`src/hdl/nibble_framebuffer_draw_engine_assert.svh`:
```
// Assertion macros shared by the draw engine modules.
`ifndef NIBBLE_FRAMEBUFFER_DRAW_ENGINE_ASSERT_SVH
`define NIBBLE_FRAMEBUFFER_DRAW_ENGINE_ASSERT_SVH

// Same-cycle implication, clocked on i_clk, off during reset.
`define NFB_ASSERT_IMPL(label, ante, cons) \
    label: assert property (@(posedge i_clk) disable iff (!i_rst_n) (ante) |-> (cons)) \
        else $error("nfb: same-cycle check failed");

// Next-cycle implication, clocked on i_clk, off during reset.
`define NFB_ASSERT_NEXT(label, ante, cons) \
    label: assert property (@(posedge i_clk) disable iff (!i_rst_n) (ante) |=> (cons)) \
        else $error("nfb: next-cycle check failed");

`endif

```
`src/hdl/nfb_pkg.sv`:
```
// Shared types and constants of the nibble frame buffer draw engine.
package nfb_pkg;

    typedef enum logic [2:0] {
        OP_SET_PIXEL  = 3'd0,
        OP_VLINE      = 3'd1,
        OP_HLINE      = 3'd2,
        OP_FILL_RECT  = 3'd3,
        OP_READ_PIXEL = 3'd4
    } t_op;

    typedef enum logic [2:0] {
        ST_CLEAR,
        ST_IDLE,
        ST_SETUP,
        ST_FILL,
        ST_READ,
        ST_RESULT
    } t_state;

    localparam logic [7:0] HI_NIBBLE_MASK = 8'hF0;
    localparam logic [7:0] LO_NIBBLE_MASK = 8'h0F;

    typedef struct packed {
        logic clr;
        logic load;
        logic setup;
        logic fill;
        logic rd;
        logic out_load;
    } t_cmd;

    typedef struct packed {
        logic clr_last;
        logic draw;
        logic is_read;
        logic rd_on;
        logic row_end;
        logic last_row;
        logic out_free;
    } t_stat;

endpackage

```
`src/hdl/nfb_ctrl.sv`:
```
// Controller state machine of the draw engine.
module nfb_ctrl (
    input  logic           i_clk,
    input  logic           i_rst_n,
    input  logic           i_in_valid,
    output logic           o_in_ready,
    input  nfb_pkg::t_stat i_stat,
    output nfb_pkg::t_cmd  o_cmd
);

    nfb_pkg::t_state r_state;
    nfb_pkg::t_state n_state;

    always_ff @(posedge i_clk) begin
        if (!i_rst_n) begin
            r_state <= nfb_pkg::ST_CLEAR;
        end else begin
            r_state <= n_state;
        end
    end

    always_comb begin
        n_state = r_state;
        case (r_state)
            nfb_pkg::ST_CLEAR: begin
                if (i_stat.clr_last) n_state = nfb_pkg::ST_IDLE;
            end
            nfb_pkg::ST_IDLE: begin
                if (i_in_valid) n_state = nfb_pkg::ST_SETUP;
            end
            nfb_pkg::ST_SETUP: begin
                if (i_stat.draw) begin
                    n_state = nfb_pkg::ST_FILL;
                end else if (i_stat.is_read && i_stat.rd_on) begin
                    n_state = nfb_pkg::ST_READ;
                end else if (i_stat.is_read) begin
                    n_state = nfb_pkg::ST_RESULT;
                end else begin
                    n_state = nfb_pkg::ST_IDLE;
                end
            end
            nfb_pkg::ST_FILL: begin
                if (i_stat.row_end && i_stat.last_row) n_state = nfb_pkg::ST_IDLE;
            end
            nfb_pkg::ST_READ: begin
                n_state = nfb_pkg::ST_RESULT;
            end
            nfb_pkg::ST_RESULT: begin
                if (i_stat.out_free) n_state = nfb_pkg::ST_IDLE;
            end
            default: begin
                n_state = nfb_pkg::ST_IDLE;
            end
        endcase
    end

    always_comb begin
        o_cmd      = '0;
        o_in_ready = 1'b0;
        case (r_state)
            nfb_pkg::ST_CLEAR: begin
                o_cmd.clr = 1'b1;
            end
            nfb_pkg::ST_IDLE: begin
                o_in_ready = 1'b1;
                o_cmd.load = i_in_valid;
            end
            nfb_pkg::ST_SETUP: begin
                o_cmd.setup = 1'b1;
            end
            nfb_pkg::ST_FILL: begin
                o_cmd.fill = 1'b1;
            end
            nfb_pkg::ST_READ: begin
                o_cmd.rd = 1'b1;
            end
            nfb_pkg::ST_RESULT: begin
                o_cmd.out_load = i_stat.out_free;
            end
            default: begin
                o_cmd = '0;
            end
        endcase
    end

`include "nibble_framebuffer_draw_engine_assert.svh"

    `NFB_ASSERT_NEXT(a_load_to_setup, o_cmd.load, r_state == nfb_pkg::ST_SETUP)
    `NFB_ASSERT_NEXT(a_read_to_result, r_state == nfb_pkg::ST_READ, r_state == nfb_pkg::ST_RESULT)
    `NFB_ASSERT_IMPL(a_result_slot_free, o_cmd.out_load, i_stat.out_free)

endmodule

```
`config.mk`:
```
export PLATFORM = sky130hd
export DESIGN_NAME = nfb_ctrl
export DESIGN_NICKNAME = d
export VERILOG_FILES = /design/src/hdl/nfb_pkg.sv /design/src/hdl/nfb_ctrl.sv
export VERILOG_INCLUDE_DIRS = /design/src /design/src/hdl
export SDC_FILE = /design/constraint.sdc
export NUM_CORES = 1
export LEC_CHECK = 0
export BUFFER_PORTS_ARGS = -buffer_cell sky130_fd_sc_hd__buf_2
export CORE_AREA = 2 2 39 41
export CTS_BUF_LIST = sky130_fd_sc_hd__clkbuf_2 sky130_fd_sc_hd__clkbuf_4 sky130_fd_sc_hd__clkbuf_8
export CTS_CLUSTER_DIAMETER = 80
export CTS_CLUSTER_SIZE = 30
export DETAILED_ROUTE_END_ITERATION = 12
export DIE_AREA = 0 0 41 43
export PLACE_DENSITY_LB_ADDON = 0.08
export SYNTH_ARGS = -nofsm -noshare
export SYNTH_HDL_FRONTEND = slang
export SYNTH_SLANG_ARGS = --single-unit
```
`constraint.sdc`:
```
create_clock -name i_clk -period 1.2 [get_ports i_clk]
set_input_delay 0.24 -clock i_clk [delete_from_list [all_inputs] [get_ports i_clk]]
set_output_delay 0.24 -clock i_clk [all_outputs]
set_load 0.01 [all_outputs]
```
==> impl_metrics.py <==
metrics = {
    "cells_and_area": {
        "final_util": 0.307,
        "largest_register_ffs": 3,
        "top_regs": "r_state: 3 flops",
        "drive_gt1_frac": 0.660,
        "final_area_um2": 425,
        "largest_register": "r_state",
        "antenna_cells": 0,
        "num-nets-final": 61,
        "area_delta_synth_final_pct": 96.5,
    },
    "floorplan": {
        "num_rows": 14,
        "start_util": 0.156,
        "io_pins": 17,
        "die_height_um": 43,
        "die_w_um": 41,
        "die_area_mm2": 0.00176,
        "core_area_mm2": 0.00138,
    },
    "synthesis": {
        "synth_warnings": 0,
        "syn_area_um2": 216,
        "synth_fp_nets": 36,
        "syn_inst": 26,
        "ys_seq_area_frac": 0.277,
        "ys_types": 18,
        "synth.area.top_cells": "dfxtp_1 (28%), o21a_1 (6.9%), nor2b_4 (6.4%), a31oi_1 (5.8%), and2_1 (5.8%)",
        "syn_area_per_cell_um2": 8.33,
        "yosysTopAreaCellShare": 0.277,
        "ys_ff_latch": 3,
        "synth_largest_area_cell": "dfxtp_1",
    },
    "global_route": {
        "grt_max_degree": 8,
        "antenna_found_initial": 0,
        "grt_pass1_wl_um": 1010,
        "grt_pass1_vias": 266,
        "grt_usage": 0.0873,
        "gr-total-overflow": 0,
    },
    "sta": {
        "setup_ws_ns": -0.109,
        "finalHoldViolations": 0,
        "finClkSkew_ns": 0.00109,
        "worst_slew_pin_slew_ns": 0.199,
        "maxSlewHeadroom": 0.867,
        "whs_ns": 0.251,
        "final-setup-viol-count": 7,
        "finalCriticalPeriod_ns": 1.31,
        "max_freq_mhz": 764,
        "slew_violations": 0,
        "rsz0062_at_grt": "yes",
        "period_share": 1.09,
    },
    "clock_tree": {
        "htree_levels": 1,
        "cts_buffers": 3,
        "cts_tree": "built",
        "cts.sink_count": 3,
        "cts_root_buf": "clkbuf_4",
        "clkTransAtPathRegs_ns": 0.04,
        "cts_hold_buf": 0,
        "insertion_delay_ns": 0.23,
        "max-clock-path-buffers": 2,
    },
    "drt": {
        "first_pass_iters": 3,
        "first_iter_violations": 2,
        "wl_um": 696,
        "via_per_inst": 4.18,
        "drc": 0,
        "num_vias": 276,
        "ant_nets": 0,
        "wl_per_cell_um": 10.5,
    },
    "placement": {
        "dp_hpwl_um": 507,
        "placed_cell_area_um2": 324,
        "gpl.final_weighted_congestion": 0.684,
        "numPortBuffers": 16,
        "pre_cts_slack_ns": 0.104,
    },
    "critical_path": {
        "worst_setup_path_end_kind": "output pin",
        "cp.required_ns": 0.96,
        "crit_type": "flip-flop to output pin",
        "crit_path_max_fanout": 5,
        "cp-start-kind": "flip-flop",
        "cp.arrival_ns": 1.07,
    },
    "run_status": {
        "violations": "setup timing",
        "status": "finished with violations",
    },
    "job": {
        "cap_viol_max_count": 0,
    },
    "pwr": {
        "ir_drop_mv": 0.450,
        "power_density_mw_per_mm2": 1040,
        "power.total_mw": 0.443,
        "p_leak_nw": 0.208,
    },
    "worst_hold_path": {
        "hp-class": "input pin to flip-flop",
    },
}
stage by stage:
stage               instances  TNS [ns]
global route               66    -0.774
CTS                        64    -0.346
detailed placement         59         0
floorplan                  26         0
finish                     66    -0.361
global placement           59         0
cell type report:
| class | instances | area (µm²) |
|---|---|---|
| multi-input combinational | 21 | 156 |
| inverter | 1 | 3.75 |
| sequential | 3 | 68.8 |
| tap | 16 | 20.0 |
| timing repair buffer | 21 | 146 |
| fill | 161 | 958 |
| clock buffer | 4 | 30.0 |
routing by layer:
| metal | part of all wire | global-route usage | wire [µm] |
|---|---|---|---|
| met5 | 0 | 0 | 0 |
| met4 | 0 | 0.0600 | 0 |
| met3 | 0.080 | 0.0314 | 56 |
| met2 | 0.51 | 0.122 | 357 |
| met1 | 0.41 | 0.106 | 282 |
cells by family after synthesis:
family / Yosys count / synth area share
and+or+nand+nor: 13 / 0.433
AOI/OAI and AO/OA: 8 / 0.237
DFF: 3 / 0.277
buffers and inverters: 2 / 0.0520
power by group:
part	switching, mW	leakage [nW]	internal, mW
clock network	0.0502	0.0184	0.147
registers	0.00943	0.0264	0.105
logic	0.0481	0.163	0.0829
total	0.108	0.208	0.335
cell usage in the layout, fill, tap and decap left out:
master     instances
a2bb2oi_1          1
nor2b_4            1
nand2b_1           1
buf_6              5
and4bb_1           1
buf_2             12
o21ai_1            1
nor2b_1            1
inv_1              1
and2b_4            1
nor3_1             1
a21oi_1            2
o21a_1             2
nor3b_4            1
nor2_1             3
dfxtp_2            1
buf_4              4
and2_4             2
clkbuf_4           4
nand2_1            1
dfxtp_4            2
a31oi_1            2
cell usage after synthesis (all sizes together):
cell,number
a21oi,2
buf,1
o21a,2
a31oi,2
nor2b,2
a2bb2oi,1
o21ai,1
nand2,1
and2,2
and4bb,1
nand2b,1
nor3b,1
and2b,1
nor3,1
dfxtp,3
nor2,3
inv,1
repair_timing:
item / 4_1_cts / 5_1_grt
cloned: 0 / 0
pin swaps: 1 / 3
setup endpoints to repair: 7 / 7
gates resized for setup: 5 / 8
buffers inserted: 1 / 2
path summary, 6_finish.rpt:
check                           slack [ns]  cells past startpoint         end        from
worst max register to register        0.05                      5  r_state[1]  r_state[0]
worst max-delay path                 -0.11                      3    o_cmd[4]  r_state[2]
worst min register to register        0.54                      1  r_state[0]  r_state[2]
worst min-delay path                  0.25                      2  r_state[0]     i_rst_n
critical path, stage by stage, from the launching register on:
cell	delay, ns
dfxtp_4	0.36
nor3b_4	0.21
and2_4	0.17
buf_6	0.09
(Power assumes the default switching activity.)
